`src/rtl/lscmi_pkg.sv`:
```
// ============================================================================
// lscmi_pkg
// Shared types, codes and constants of the lidar scan cost grid.
// ============================================================================
`default_nettype none

package lscmi_pkg;

  localparam int DEF_GRID_WIDTH  = 256;
  localparam int DEF_GRID_HEIGHT = 256;
  localparam int MAX_BEAMS         = 1024;
  localparam int MAX_INFLATE_CELLS = 16;

  localparam int COST_W = 7;
  localparam logic [COST_W-1:0] FULL_COST = 7'd100;

  typedef enum logic [1:0] {
    REQ_CLEAR  = 2'd0,
    REQ_SAMPLE = 2'd1,
    REQ_READ   = 2'd2
  } req_t;

  localparam logic [1:0] REQ_UNUSED = 2'd3;

  typedef enum logic [2:0] {
    REG_START_ANGLE = 3'd0,
    REG_ANGLE_STEP  = 3'd1,
    REG_MIN_RANGE   = 3'd2,
    REG_MAX_RANGE   = 3'd3,
    REG_ORIGIN_X    = 3'd4,
    REG_ORIGIN_Y    = 3'd5,
    REG_CELL_SIZE   = 3'd6,
    REG_INFL_RADIUS = 3'd7
  } cfg_reg_t;

  localparam logic [15:0] RST_START_ANGLE = 16'h8000;
  localparam logic [11:0] RST_ANGLE_STEP  = 12'd182;
  localparam logic [15:0] RST_MIN_RANGE   = 16'd100;
  localparam logic [15:0] RST_MAX_RANGE   = 16'd30000;
  localparam logic [15:0] RST_ORIGIN_X    = 16'd0;
  localparam logic [15:0] RST_ORIGIN_Y    = 16'd0;
  localparam logic [9:0]  RST_CELL_SIZE   = 10'd100;
  localparam logic [13:0] RST_INFL_RADIUS = 14'd1000;

  localparam logic [16:0] SIN_C1  = 17'd102944;
  localparam logic [15:0] SIN_C2  = 16'd42048;
  localparam logic [12:0] SIN_C3  = 13'd4640;
  localparam logic [14:0] QUARTER = 15'd16384;

  localparam int COORD_W = 12;
  localparam int OFF_W   = 7;
  localparam int DIV_NW  = 18;
  localparam int DIV_DW  = 10;

  localparam int MUL_W      = 17;
  localparam int SQ_NW      = 50;
  localparam int SQRT_STEPS = 25;
  localparam int RAD_W      = 22;
  localparam int NUM_W      = 29;
  localparam int QUO_BITS   = 7;
  localparam int COST_LAT   = 3 + SQRT_STEPS + 1 + QUO_BITS;

endpackage

`default_nettype wire

```
`src/rtl/lscmi_div.sv`:
```
// ============================================================================
// lscmi_div
// Restoring unsigned divider, one quotient bit per cycle.
// ============================================================================
`default_nettype none

module lscmi_div (
  input  wire logic                          clk,
  input  wire logic                          rst,
  input  wire logic                          start,
  input  wire logic [lscmi_pkg::DIV_NW-1:0]  dividend,
  input  wire logic [lscmi_pkg::DIV_DW-1:0]  divisor,
  output logic                               done,
  output logic [lscmi_pkg::DIV_NW-1:0]       quotient
);

  localparam int CW = $clog2(lscmi_pkg::DIV_NW + 1);

  logic                            active;
  logic [CW-1:0]                   cnt;
  logic [lscmi_pkg::DIV_DW:0]      rem;
  logic [lscmi_pkg::DIV_DW-1:0]    dvs;
  logic [lscmi_pkg::DIV_DW+1:0]    shifted;
  logic                            fits;

  assign shifted = {rem, quotient[lscmi_pkg::DIV_NW-1]};
  assign fits    = shifted >= {2'b00, dvs};

  always_ff @(posedge clk) begin
    if (rst) begin
      active <= 1'b0;
      done   <= 1'b0;
      cnt    <= '0;
    end else begin
      done <= 1'b0;
      if (start) begin
        active   <= 1'b1;
        cnt      <= CW'(lscmi_pkg::DIV_NW);
        rem      <= '0;
        dvs      <= divisor;
        quotient <= dividend;
      end else if (active) begin
        if (fits) begin
          rem <= (lscmi_pkg::DIV_DW+1)'(shifted - {2'b00, dvs});
        end else begin
          rem <= shifted[lscmi_pkg::DIV_DW:0];
        end
        quotient <= {quotient[lscmi_pkg::DIV_NW-2:0], fits};
        cnt      <= cnt - CW'(1);
        if (cnt == CW'(1)) begin
          active <= 1'b0;
          done   <= 1'b1;
        end
      end
    end
  end

endmodule

`default_nettype wire

```
`config.mk`:
```
export PLATFORM = sky130hd
export DESIGN_NAME = lscmi_div
export DESIGN_NICKNAME = d
export VERILOG_FILES = /design/src/rtl/lscmi_pkg.sv /design/src/rtl/lscmi_div.sv
export SDC_FILE = /design/constraint.sdc
export NUM_CORES = 1
export LEC_CHECK = 0
export BUFFER_PORTS_ARGS = -buffer_cell sky130_fd_sc_hd__buf_2
export CORE_MARGIN = 10
export CORE_UTILIZATION = 50
export CTS_CLUSTER_SIZE = 25
export DETAILED_ROUTE_END_ITERATION = 10
export GPL_ROUTABILITY_DRIVEN = 0
export PLACE_DENSITY = 0.71
export RECOVER_POWER = 100
export SYNTH_ARGS = -nofsm -noshare
export SYNTH_HDL_FRONTEND = slang
export SYNTH_SLANG_ARGS = --single-unit
```
`constraint.sdc`:
```
create_clock -name clk -period 4.5 [get_ports clk]
set_input_delay 0.675 -clock clk [delete_from_list [all_inputs] [get_ports clk]]
set_output_delay 0.675 -clock clk [all_outputs]
set_load 0.1 [all_outputs]
```
# Yosys cells after proc, flatten, opt, wreduce, memory -nomap -nowiden
# Index checks and enable logic that the tools add are counted.
[op_classes]
add_sub_neg = 2
magnitude_cmp = 1
eq_ne = 1
muxes = 10
n_bitwise = 2
n_reduce_logical = 5
[op_table]
columns = ["cell", "count"]
rows = [
  ["$mux W18", 2],
  ["$mux W11", 2],
  ["$ge A12 B10 Y1", 1],
  ["$sub A11 B10 Y11", 1],
  ["$mux W5", 2],
  ["$eq A5 B1 Y1 const B", 1],
  ["$sub A5 B1 Y5 const B", 1],
  ["$mux W1", 4],
  ["$reduce_and A2 Y1", 2],
  ["$reduce_or A3 Y1", 1],
  ["$not A1 Y1", 2],
  ["$reduce_bool A2 Y1", 1],
  ["$reduce_or A2 Y1", 1],
]
[totals]
reg_bits = 46
input_bits = 31
out_inout_bits = 19
elab_cells = 28

# Depth between registers and ports, before layout
[logic_depth]
depth_word = 4
mapped_depth = 10
depth_no_buf = 9

# Worst setup path after synthesis
# No wires, ideal clock.
[synth_timing]
path_type = "input to register"
from = "input start"
to = "register quotient[0] (netlist bit), enable pin"
setup_ps = 415
arrival_ps = 2540
required_ps = 4085
setup_slack_ps = 1545
stages = 4
path_buffers = 2
cell_sequence = "clkbuf_1 -> clkbuf_1 -> nor2_1 -> nor2_1"
[synth_via]
elab_chain_cells = 2
[synth_rtl]
columns = ["item", "line_no", "rtl"]
rows = [
  ["from (decl)", "lscmi_div.sv:10", "input wire logic start,"],
  ["$reduce_bool A2 Y1 (no source line)", "-", ""],
  ["$reduce_and A2 Y1 (no source line)", "-", ""],
  ["to (signal assigned)", "lscmi_div.sv:41", "quotient <= dividend;"],
  ["to (signal assigned)", "lscmi_div.sv:48", "quotient <= {quotient[lscmi_pkg::DIV_NW-2:0], fits};"],
  ["to (decl)", "lscmi_div.sv:14", "output logic [lscmi_pkg::DIV_NW-1:0] quotient"],
]
# No other way between the ends.
# A chain may end at the register's enable or synchronous reset.

# Final worst setup path
[layout_timing]
from = "input start"
to = "register dvs[4] (netlist bit), enable pin"
[layout_via]
elab_chain_cells = 1
[layout_rtl]
columns = ["item", "line_no", "rtl"]
rows = [
  ["$reduce_and A2 Y1 (no source line)", "-", ""],
  ["to (signal assigned)", "lscmi_div.sv:40", "dvs <= divisor;"],
  ["to (decl)", "lscmi_div.sv:22", "logic [lscmi_pkg::DIV_DW-1:0] dvs;"],
]
# No other way between the ends.

==> impl_metrics.env <==
export IMPL_outcome="finished with violations"
export IMPL_violations="capacitance limit, slew limit"
export IMPL_cp_required_ps=4420
export IMPL_synthesis_nets=244
export IMPL_path_class="input pin to flop"
export IMPL_async_reset_ff_share_pct=0
export IMPL_die_w_um=89.9
export IMPL_wl_per_cell_um=15.6
export IMPL_diodes=0
export IMPL_path_buf_inv=2
export IMPL_core_area_mm2=0.00472
export IMPL_crit_chain="clkbuf_1 > inv_1 > nor2_1"
export IMPL_maxCapViolations=1
export IMPL_critPathArrivalTime_ps=2940
export IMPL_setup_viol_count_final=0
export IMPL_synth_simple_area_share_pct=11.2
export IMPL_relSlewSlack_pct=-4.31
export IMPL_portBuffers=49
export IMPL_clock_root_buffer="clkbuf_8"
export IMPL_fin_skew_ps=10.9
export IMPL_finalNetCount=294
export IMPL_synth_top_family_by_area="simple AND/OR/NAND/NOR gates"
export IMPL_drive_gt1_share_pct=26.3
export IMPL_critPathMaxStageDelay_ps=1110
export IMPL_startpoint_type="input pin"
export IMPL_synth_fa_ha_area_share_pct=6.96
export IMPL_yosys_top_cells_count="edfxtp_1 (39), nor2_1 (20), inv_1 (18), mux2_2 (18), a21oi_1 (14)"
export IMPL_yosysMostFrequentCell="edfxtp_1"
export IMPL_reg2reg_depth=9
export IMPL_grt_use_total_pct=12.1
export IMPL_die_y_um=89.9
export IMPL_synth_top_cell_area_share_pct=47.9
export IMPL_numCtsBuffers=5
export IMPL_period_needed_ps=3020
export IMPL_synthMuxAreaShare_pct=10.3
export IMPL_synth_edff_count=39
export IMPL_hold_buffers=0
export IMPL_dp_hpwl_mm=3.79
export IMPL_synth_compound_area_share_pct=9.42
export IMPL_stdcell_area_mm2=0.00281
export IMPL_peakVddDrop_v=0.000311
export IMPL_place_area_mm2=0.00274
export IMPL_cts_htree_levels=2
export IMPL_cp_max_fo=34
export IMPL_fp_dieArea_mm2=0.00809
export IMPL_area_delta_synth_final_pct=14.8
export IMPL_cts_setup_buffers=0
export IMPL_synth_xor_area_share_pct=3.94
export IMPL_antenna_found_initial=0
export IMPL_drt_initial_drc_count=105
export IMPL_grt_pass1_vias=1723
export IMPL_vias_per_cell=5.18
export IMPL_utilization_pct=59.4
export IMPL_crit_family="buffers and inverters"
export IMPL_clock_latency_ps=300
export IMPL_crit_slowest_cell="clkbuf_1"
export IMPL_routed_wl_mm=4.97
export IMPL_hold_viol_final=0
export IMPL_synth_area_per_cell_um2=12.2
export IMPL_cp_end_kind="flop"
export IMPL_layout_worst_path_cycle_share_pct=67.0
export IMPL_drt_pass1_iterations=4
export IMPL_synth_seq_area_share_pct=53.6
export IMPL_slew_viol_final=35
export IMPL_hold_class="input pin to flop"
export IMPL_final_cells=318
export IMPL_start_util_pct=51.8
export IMPL_cp_startpoint="start"
export IMPL_synth_area_leaders="edfxtp_1 (48%), mux2_2 (8.3%), ha_1 (6.1%)"
export IMPL_dp_cells=310
export IMPL_pin_count=50
export IMPL_grt_ovfl_total=0
export IMPL_r2r_start="quotient[17]$_DFFE_PP_"
export IMPL_drtAntennaViolNets=0
export IMPL_grt_pass1_wl_mm=8.34
export IMPL_cts_resized=0
export IMPL_syn_inst=200
export IMPL_ys_types=36
export IMPL_worst_path_stages=3
export IMPL_clockBufferDepth=2
export IMPL_cts_tree="yes"
export IMPL_ys_warn_count=0
export IMPL_fmax_mhz=332
export IMPL_ys_ff_latch=46
export IMPL_synth_area_mm2=0.00244
export IMPL_clkSlewWorstSetupHoldPaths_ps=90
export IMPL_min_delay_start="divisor[1]"
export IMPL_drc=0
export IMPL_p_leak_nw=1.11
export IMPL_clock_sinks=46
export IMPL_ff2ff_setup_slack_ps=1500
export IMPL_fin_hold_ws_ps=545
export IMPL_rows=25
export IMPL_setup_tns_ps=0
export IMPL_ys_flop_type="edfxtp_1"
export IMPL_hold_depth=1
export IMPL_power_density_mw_per_mm2=421
export IMPL_num_vias=1648
export IMPL_synth_top_cell_by_area="edfxtp_1"
export IMPL_worstMarginPinSlew_ps=1560
export IMPL_grt_max_degree=35
export IMPL_rsz0062_at_grt="false"
-- final timing paths --
check                         end
max              dvs[4]$_DFFE_PP_
min              dvs[1]$_DFFE_PP_
max reg2reg  rem[6]$_SDFFCE_PP0P_
min reg2reg   cnt[0]$_SDFFE_PP0P_
-- layer usage --
layer | vias up | routed length [um] | GRT usage, %
li1 | 822 | - | -
met1 | 770 | 2260 | 15.2
met2 | 52 | 2220 | 19.1
met3 | 4 | 456 | 5.24
met4 | 0 | 36 | 2.39
met5 | - | 0 | 0
-- where the power goes --
| part | internal [W] | switching (W) |
|---|---|---|
| Combinational | 0.0000979 | 0.000201 |
| Sequential | 0.000504 | 0.0000190 |
| Clock | 0.000222 | 0.000138 |
-- kinds of logic (layout without fill, tap and decap cells) --
logic type / Yosys count / after routing
AOI/OAI and AO/OA: 31 / 31
xor gates and xnor gates: 11 / 11
adders and majority gates: 13 / 13
buffers and inverters: 25 / 76
DFF: 46 / 46
muxes: 23 / 23
and+or+nand+nor: 51 / 51
-- metrics by stage --
stage / setup WS (ps) / total power, W
global route: 1190 / 0.00123
floorplan: 1550 / 0.000784
detailed placement: 1850 / 0.000843
CTS: 2020 / 0.00120
global placement: 1920 / 0.000838
finish: 1480 / 0.00118
-- layout by cell type, fill, tap and decap left out, drive strengths merged, types with 10 or more instances in the layout --
cell type  instances
inv               18
xnor2             10
nor2              25
clkbuf            25
edfxtp            39
a21oi             14
buf               30
mux2              18
ha                12
-- flip-flops by register name, indices dropped and copies added, names as in the netlist --
register,flops
quotient,18
rem,11
dvs,10
cnt,5
active,1
done,1
-- area by class of cell --
type | instances | area (um2)
fillers | 415 | 1920
flip-flops and latches | 46 | 1310
multi-input cells | 129 | 980
repair buffers | 50 | 228
well taps | 67 | 83.8
clock buffers | 5 | 68.8
clock inverters | 3 | 68.8
inverters | 18 | 67.6
No activity file was read; power rests on OpenSTA's default activity.
