--- config.mk ---
export PLATFORM = sky130hd
export DESIGN_NAME = lscmi_cost_pipe
export DESIGN_NICKNAME = d
export VERILOG_FILES = /design/src/rtl/lscmi_pkg.sv /design/src/rtl/lscmi_cost_pipe.sv
export SDC_FILE = /design/constraint.sdc
export NUM_CORES = 2
export LEC_CHECK = 0
export BUFFER_PORTS_ARGS = -buffer_cell sky130_fd_sc_hd__buf_2
export CORE_UTILIZATION = 69
export DETAILED_ROUTE_END_ITERATION = 8
export PLACE_DENSITY_LB_ADDON = 0.25
export SETUP_SLACK_MARGIN = 0.4
export SLEW_MARGIN = 20
export SYNTH_ARGS = -nofsm -noshare
export SYNTH_HDL_FRONTEND = slang
export SYNTH_SLANG_ARGS = --single-unit
--- constraint.sdc ---
create_clock -name clk -period 16.9 [get_ports clk]
set_clock_uncertainty 0.1 [all_clocks]
set_input_delay 3.38 -clock clk [delete_from_list [all_inputs] [get_ports clk]]
set_output_delay 3.38 -clock clk [all_outputs]
set_load 0.02 [all_outputs]
--- src/rtl/lscmi_pkg.sv ---
// ============================================================================
// lscmi_pkg
// Shared types, codes and constants of the lidar scan cost grid.
// ============================================================================
`default_nettype none

package lscmi_pkg;

  localparam int DEF_GRID_WIDTH  = 256;
  localparam int DEF_GRID_HEIGHT = 256;
  localparam int MAX_BEAMS         = 1024;
  localparam int MAX_INFLATE_CELLS = 16;

  localparam int COST_W = 7;
  localparam logic [COST_W-1:0] FULL_COST = 7'd100;

  typedef enum logic [1:0] {
    REQ_CLEAR  = 2'd0,
    REQ_SAMPLE = 2'd1,
    REQ_READ   = 2'd2
  } req_t;

  localparam logic [1:0] REQ_UNUSED = 2'd3;

  typedef enum logic [2:0] {
    REG_START_ANGLE = 3'd0,
    REG_ANGLE_STEP  = 3'd1,
    REG_MIN_RANGE   = 3'd2,
    REG_MAX_RANGE   = 3'd3,
    REG_ORIGIN_X    = 3'd4,
    REG_ORIGIN_Y    = 3'd5,
    REG_CELL_SIZE   = 3'd6,
    REG_INFL_RADIUS = 3'd7
  } cfg_reg_t;

  localparam logic [15:0] RST_START_ANGLE = 16'h8000;
  localparam logic [11:0] RST_ANGLE_STEP  = 12'd182;
  localparam logic [15:0] RST_MIN_RANGE   = 16'd100;
  localparam logic [15:0] RST_MAX_RANGE   = 16'd30000;
  localparam logic [15:0] RST_ORIGIN_X    = 16'd0;
  localparam logic [15:0] RST_ORIGIN_Y    = 16'd0;
  localparam logic [9:0]  RST_CELL_SIZE   = 10'd100;
  localparam logic [13:0] RST_INFL_RADIUS = 14'd1000;

  localparam logic [16:0] SIN_C1  = 17'd102944;
  localparam logic [15:0] SIN_C2  = 16'd42048;
  localparam logic [12:0] SIN_C3  = 13'd4640;
  localparam logic [14:0] QUARTER = 15'd16384;

  localparam int COORD_W = 12;
  localparam int OFF_W   = 7;
  localparam int DIV_NW  = 18;
  localparam int DIV_DW  = 10;

  localparam int MUL_W      = 17;
  localparam int SQ_NW      = 50;
  localparam int SQRT_STEPS = 25;
  localparam int RAD_W      = 22;
  localparam int NUM_W      = 29;
  localparam int QUO_BITS   = 7;
  localparam int COST_LAT   = 3 + SQRT_STEPS + 1 + QUO_BITS;

endpackage

`default_nettype wire

--- src/rtl/lscmi_cost_pipe.sv ---
// ============================================================================
// lscmi_cost_pipe
// Pipelined inflation cost of one cell offset: distance by square root,
// then the decaying cost by restoring division, one cell per cycle.
// ============================================================================
`default_nettype none

module lscmi_cost_pipe #(
  parameter int AW = 16
) (
  input  wire logic                           clk,
  input  wire logic                           rst,
  input  wire logic                           in_valid,
  input  wire logic [AW-1:0]                  in_addr,
  input  wire logic [lscmi_pkg::OFF_W-1:0]    in_ax,
  input  wire logic [lscmi_pkg::OFF_W-1:0]    in_ay,
  input  wire logic [lscmi_pkg::DIV_DW-1:0]   cs,
  input  wire logic [lscmi_pkg::RAD_W-1:0]    rad,
  output logic                                out_valid,
  output logic [AW-1:0]                       out_addr,
  output logic [lscmi_pkg::COST_W-1:0]        out_cost
);

  localparam int SQ_NW = lscmi_pkg::SQ_NW;
  localparam int STEPS = lscmi_pkg::SQRT_STEPS;
  localparam int NUM_W = lscmi_pkg::NUM_W;
  localparam int QB    = lscmi_pkg::QUO_BITS;

  logic                          m_v, s_v;
  logic [AW-1:0]                 m_a, s_a;
  logic [lscmi_pkg::MUL_W-1:0]   mx, my;
  logic [2*lscmi_pkg::MUL_W-1:0] sx, sy;

  logic             sq_v   [0:STEPS];
  logic [AW-1:0]    sq_a   [0:STEPS];
  logic [SQ_NW-1:0] sq_n   [0:STEPS];
  logic [SQ_NW-1:0] sq_res [0:STEPS];

  logic             qs_v   [0:QB];
  logic [AW-1:0]    qs_a   [0:QB];
  logic [NUM_W-1:0] qs_rem [0:QB];
  logic [QB-1:0]    qs_q   [0:QB];

  logic [SQ_NW-1:0] d8;

  assign d8 = sq_res[STEPS];

  always_ff @(posedge clk) begin
    if (rst) begin
      m_v      <= 1'b0;
      s_v      <= 1'b0;
      sq_v[0]  <= 1'b0;
      qs_v[0]  <= 1'b0;
    end else begin
      m_v     <= in_valid;
      s_v     <= m_v;
      sq_v[0] <= s_v;
      qs_v[0] <= sq_v[STEPS] && (d8 <= SQ_NW'(rad));
    end
    m_a       <= in_addr;
    mx        <= lscmi_pkg::MUL_W'(in_ax) * lscmi_pkg::MUL_W'(cs);
    my        <= lscmi_pkg::MUL_W'(in_ay) * lscmi_pkg::MUL_W'(cs);
    s_a       <= m_a;
    sx        <= (2*lscmi_pkg::MUL_W)'(mx) * (2*lscmi_pkg::MUL_W)'(mx);
    sy        <= (2*lscmi_pkg::MUL_W)'(my) * (2*lscmi_pkg::MUL_W)'(my);
    sq_a[0]   <= s_a;
    sq_n[0]   <= SQ_NW'({(SQ_NW - 16)'(sx) + (SQ_NW - 16)'(sy), 16'b0});
    sq_res[0] <= '0;
    qs_a[0]   <= sq_a[STEPS];
    qs_rem[0] <= NUM_W'(7'd100) * NUM_W'(rad - d8[lscmi_pkg::RAD_W-1:0]);
    qs_q[0]   <= '0;
  end

  for (genvar j = 0; j < STEPS; j++) begin : g_sqrt
    localparam logic [SQ_NW-1:0] BITV = SQ_NW'(1) << (2 * (STEPS - 1 - j));
    logic [SQ_NW-1:0] trial;
    assign trial = sq_res[j] + BITV;
    always_ff @(posedge clk) begin
      if (rst) begin
        sq_v[j+1] <= 1'b0;
      end else begin
        sq_v[j+1] <= sq_v[j];
      end
      sq_a[j+1] <= sq_a[j];
      if (sq_n[j] >= trial) begin
        sq_n[j+1]   <= sq_n[j] - trial;
        sq_res[j+1] <= (sq_res[j] >> 1) + BITV;
      end else begin
        sq_n[j+1]   <= sq_n[j];
        sq_res[j+1] <= sq_res[j] >> 1;
      end
    end
  end

  for (genvar j = 0; j < QB; j++) begin : g_quo
    logic [NUM_W-1:0] dsub;
    assign dsub = NUM_W'(rad) << (QB - 1 - j);
    always_ff @(posedge clk) begin
      if (rst) begin
        qs_v[j+1] <= 1'b0;
      end else begin
        qs_v[j+1] <= qs_v[j];
      end
      qs_a[j+1] <= qs_a[j];
      if (qs_rem[j] >= dsub) begin
        qs_rem[j+1] <= qs_rem[j] - dsub;
        qs_q[j+1]   <= qs_q[j] | (QB'(1) << (QB - 1 - j));
      end else begin
        qs_rem[j+1] <= qs_rem[j];
        qs_q[j+1]   <= qs_q[j];
      end
    end
  end

  assign out_valid = qs_v[QB];
  assign out_addr  = qs_a[QB];
  assign out_cost  = lscmi_pkg::COST_W'(qs_q[QB]);

endmodule

`default_nettype wire

**Word-level counts from Yosys, hierarchy flattened**

Memory sizes are Yosys's and may differ from the RTL's.
Index checks and enable logic that the tools add are counted.
Widths: inputs -> output; s select.

- Bits in registers: 136
- Latch bits: 0
- RAM bits: 3466
- ROM bits: 0
- Output and inout bits: 24
- Memories kept: 8

Memories:

| memory | words | bits a word | rd ports | clocked after Yosys merged registers in | write ports | line | text |
|---|---|---|---|---|---|---|---|
| sq_n | 26 | 50 | 25 | 0 | 26 | lscmi_cost_pipe.sv:36 | `logic [SQ_NW-1:0] sq_n [0:STEPS];` |
| sq_res | 26 | 50 | 26 | 0 | 26 | lscmi_cost_pipe.sv:37 | `logic [SQ_NW-1:0] sq_res [0:STEPS];` |
| sq_a | 26 | 16 | 26 | 0 | 26 | lscmi_cost_pipe.sv:35 | `logic [AW-1:0] sq_a [0:STEPS];` |
| qs_rem | 8 | 29 | 7 | 0 | 8 | lscmi_cost_pipe.sv:41 | `logic [NUM_W-1:0] qs_rem [0:QB];` |
| qs_a | 8 | 16 | 8 | 0 | 8 | lscmi_cost_pipe.sv:40 | `logic [AW-1:0] qs_a [0:QB];` |
| qs_q | 8 | 7 | 8 | 0 | 8 | lscmi_cost_pipe.sv:42 | `logic [QB-1:0] qs_q [0:QB];` |
| +2 memories | - | - | - | - | - | - |  |

- Add/subtract/negate cells: 84
- $mul: 5
- Div/mod/pow operators: 0
- Magnitude comparators: 33
- Eq/ne operators: 0
- Shifts and indexed selects: 0
- Muxes and demuxes: 197
- Bitwise logic cells: 98
- Reductions and logical operators: 1

Operators with widths:

| cell | number |
|---|---|
| $mux 50 | 50 |
| $ge 50x50->1 | 25 |
| $sub 50x50->50 | 25 |
| $mux 29 | 7 |
| $mux 1 | 133 |
| $or 1x1->1 | 98 |
| $mul 17x17->34 | 2 |
| $add 49x1->50 const B | 1 |
| $add 49x11->50 const B | 1 |
| $add 49x13->50 const B | 1 |
| $add 49x15->50 const B | 1 |
| $add 49x17->50 const B | 1 |
| $add 49x19->50 const B | 1 |
| $add 49x21->50 const B | 1 |
| $add 49x23->50 const B | 1 |
| $add 49x25->50 const B | 1 |
| $add 49x27->50 const B | 1 |
| $add 49x29->50 const B | 1 |
| $add 49x3->50 const B | 1 |
| $add 49x31->50 const B | 1 |
| $add 49x33->50 const B | 1 |
| $add 49x35->50 const B | 1 |
| $add 49x37->50 const B | 1 |
| $add 49x39->50 const B | 1 |
| other kinds (54) | 61 |

**Longest topological paths before layout**

An unclocked memory read counts as a cell.

- Word-level depth: 6
- Mapped depth: 27
- Depth with buffers taken out: 27

**Least setup slack after synthesis**

Ideal clock, no wire load.

- Kind: input-to-reg
- Start: in rad[3] in the netlist's numbering
- End: mem qs_rem[0][28]
- Data arrival time: 8.308 ns
- Required time: 16.678 ns
- Path slack: 8.370 ns
- Stages: 26
- Cells stage by stage: inv_1 -> ha_1 -> nand3_1 -> a21oi_1 -> o31a_1 -> o21ai_0 -> nand2_1 -> a21oi_1 -> o21bai_1 -> a31oi_1 -> xnor2_1 -> ha_1 -> ha_1 -> inv_1 -> fa_1 -> inv_1 -> ha_1 -> o21ai_0 -> nand2b_1 -> and2_1 -> o21ai_0 -> a41oi_1 -> or4b_2 -> nand2_1 -> o21ai_0 -> xnor2_1

RTL lines:

| what | line | text |
|---|---|---|
| start: declaration | lscmi_cost_pipe.sv:18 | `input wire logic [lscmi_pkg::RAD_W-1:0] rad,` |
| end: declaration | lscmi_cost_pipe.sv:41 |  |

==> metrics.yaml <==
global_routing:
  antenna_found_initial: 0
  grt_usage_pct: 29.6
  globalRouteOverflowTotal: 0
  grt_first_pass_wirelength_um: 365000
  grt_pass1_vias: 73674
  grt_max_degree: 55
sta:
  hold_viol_final: 0
  timing.fmax_mhz: 113
  finalCriticalPeriod_ps: 8820
  relSlewSlack_pct: 26.7
  slew_violations: 0
  tightest_slew_ps: 1070
  timing.final.crit_share_pct: 52.2
  fin_tns_setup_ps: 0
  setup_viol: 0
  rsz0062_at_grt: "no"
clock_tree:
  numClockSinks: 2154
  post_cts_buffers: 0
  cts.clk_slew.worst_paths_ps: 70
  cts_buffers: 200
  cts_tree: "yes"
  max-clock-path-buffers: 3
  cts_htree_levels: 4
  clockRootBuffer: "clkbuf_16"
  postCtsHoldBufs: 0
  cts-resized-gates: 0
  clk_latency_ps: 840
synth:
  synthArstFlopShare_pct: 0
  synth_cells: 10296
  synth.avg_cell_area_um2: 9.94
  synth-seq-cells: 2154
  synth_edf_count: 0
  yosysWarnings: 0
  ys.flop_type: "dfxtp_1"
  synth_area_um2: 102000
  synth_seq_area_share_pct: 42.1
  synth_cell_types: 93
  synth.net_count: 11774
worst_setup_path:
  critPathKind: "primary input to flop"
  r2r_slack_ps: 9480
  cp_cell_sequence: "buf_2, inv_1, ha_1, nand2b_1, a21oi_1, o31a_1, o21ai_0, a211o_1, nand3_1, o41ai_1, xor2_1, inv_1, ha_1, ha_1, inv_1, fa_1, inv_1, ha_1, a21o_1, a21oi_1, or4b_2, nand2_1, o21ai_0, xnor2_1"
  rr_startpoint: "my[5]"
  cp.required_ps: 17520
  crit_start: "rad[1]"
  cp-end-kind: "flop"
  arrival_ps: 9450
  ff2ff_path_depth: 20
  cpPeakStageDelay_ps: 710
  r2r_end: "sy[33]"
  cp-start-kind: "primary input"
  slowest_stage: "o41ai_1"
  endpoint: "qs_rem[0][28]"
  crit_path_max_fanout: 9
floorplanning:
  io_pins: 89
  design.core.area_um2: 146000
  fp.dieH_um: 387
  initial_core_util_pct: 69.9
  die-area_um2: 150000
  die_x_um: 387
  rows: 140
drt:
  drc: 0
  final_antenna_net_count: 0
  drt-vias-per-instance: 5.71
  drtIter0Drc: 4343
  vias: 71346
  drt-pass1-iter-count: 6
  wl_per_cell_um: 17.7
  drt_wl_total_um: 221000
min_path:
  hold_path.class: "flop to flop"
layout:
  n_antenna_cell: 0
  area_growth_pct: 9.30
  nNetsFinal: 11894
  drive_gt1_share_pct: 5.75
run:
  cap_violations: 0
placement:
  dp_hpwl_um: 163000
  portBuffers: 88
  place_congestion: 0.943
outcome:
  status: "complete, no violations"
[placed cells by master (no fill, tap or decap), drive strengths merged, types with 22 or more instances in the layout]
cell type,synthesis,final
a21boi,33,33
dfxtp,2154,2154
o21bai,68,68
o211ai,38,38
o21ai,463,463
nand4,77,77
mux2,73,73
nand2b,82,82
buf,40,117
nor3b,22,22
nor2b,118,118
and2,206,206
or4,35,35
nor4,138,138
ha,915,915
or3,84,84
fa,498,498
o21a,116,116
a211oi,59,59
a31oi,49,49
inv,1290,1294
nor2,484,484
clkinv,0,47
or2,38,38
a21o,240,240
xor2,340,340
nand3,149,149
nor3,204,204
a21oi,493,493
nand2,781,781
clkbuf,159,283
nor4b,37,37
o31ai,62,62
xnor2,438,438
and3,47,47
bufinv,0,23
[cells by family (layout without fill, tap and decap cells)]
kind of cell,count (synthesis),after routing,synth area share [%]
xor gates and xnor gates,778,778,6.66
adders and majority gates,1413,1413,20.9
muxes,90,90,0.970
DFF,2154,2154,42.1
and+or+nand+nor,2569,2569,12.6
AOI/OAI and AO/OA,1803,1803,11.1
buffers and inverters,1489,1777,5.55
[worst max-delay path, delay by kind of cell]
kind            cells  cell delay [ps]
compound gates      8             2060
xor+xnor            2              440
fa+ha+maj           5             1810
buf+inv             5              770
simple gates        4              960
[synth_stat cells (15+ instances only)]
cell | number | area share, %
mux2i_1 | 17 | 0.17
clkbuf_1 | 159 | 0.58
xnor2_1 | 438 | 3.7
buf_2 | 20 | 0.098
inv_1 | 1285 | 4.7
o31ai_1 | 62 | 0.45
and3_1 | 47 | 0.29
nor3b_1 | 22 | 0.16
nand4_1 | 77 | 0.47
nand2_1 | 780 | 2.9
nor3_1 | 202 | 0.99
nand3b_1 | 16 | 0.12
or4_1 | 28 | 0.21
nand4b_1 | 15 | 0.13
nand2b_1 | 82 | 0.50
fa_1 | 498 | 9.7
xor2_1 | 340 | 2.9
a211o_1 | 16 | 0.14
o21ai_1 | 20 | 0.098
nand3_1 | 149 | 0.73
nor4b_1 | 37 | 0.32
a31oi_1 | 49 | 0.30
o211ai_1 | 38 | 0.28
o21bai_1 | 68 | 0.50
nor2_1 | 483 | 1.8
o21ai_0 | 440 | 2.2
or2_2 | 37 | 0.23
mux2_2 | 62 | 0.68
a21o_1 | 240 | 1.8
a211oi_1 | 56 | 0.41
o21a_1 | 116 | 0.85
ha_1 | 915 | 11
and2_1 | 206 | 1.3
nor2b_1 | 118 | 0.72
dfxtp_1 | 2154 | 42
o31a_1 | 17 | 0.15
or3_1 | 84 | 0.51
a21boi_0 | 32 | 0.23
a21oi_1 | 493 | 2.4
nor4_1 | 134 | 0.82
[per-stage QoR]
stage	worst slack (ps)	utilization [%]	std cells	hold slack, ps	instance area, um2
after floorplan	8370	-	10296	210	102000
after global placement	7280	71.4	12131	209	105000
after detailed placement	7270	71.4	12131	212	105000
after CTS	8130	76.4	12501	192	112000
after global routing	7590	76.4	12501	194	112000
final	8080	76.4	12501	193	112000
[layer usage]
metal / global-route usage [%] / part of all wire [%]
met1: 35.4 / 41
met2: 53.1 / 50
met3: 3.59 / 4.5
met4: 13.3 / 4.6
met5: 0 / 0
[state kept, by name (all words and copies together), names as in the netlist]
signal and count:
m_a 16, m_v 1, mx 17, my 17
qs_a 128, qs_q 28, qs_rem 190, qs_v 8
s_a 16, s_v 1, sq_a 416, sq_n 899
sq_res 325, sq_v 26, sx 33, sy 33
[cell type report]
cell class,count,area (um2)
clock inverters,87,1480
multi-input cells,6653,53600
well taps,1917,2400
fillers,9708,34600
repair buffers,117,658
clock buffers,283,5740
flip-flops and latches,2154,43100
inverters,1290,4840
[how the worst min path moves through the flow]
| stage | end | slack (ps) | cells after the start | startpoint |
|---|---|---|---|---|
| after detailed placement | qs_a[1][5] | 210 | 0 | qs_a[0][5] |
| after CTS | sq_n[0][75] | 190 | 0 | sq_n[0][25] |
| after global routing | sq_n[0][75] | 190 | 0 | sq_n[0][25] |
| after global placement | qs_a[3][7] | 210 | 0 | qs_a[2][7] |
| final | sq_n[0][75] | 190 | 0 | sq_n[0][25] |
| after floorplan | qs_a[0][0] | 210 | 0 | sq_a[1][144] |
Power is not shown: default switching activity piles up to over one toggle a cycle in this logic, so the estimate is an artifact.
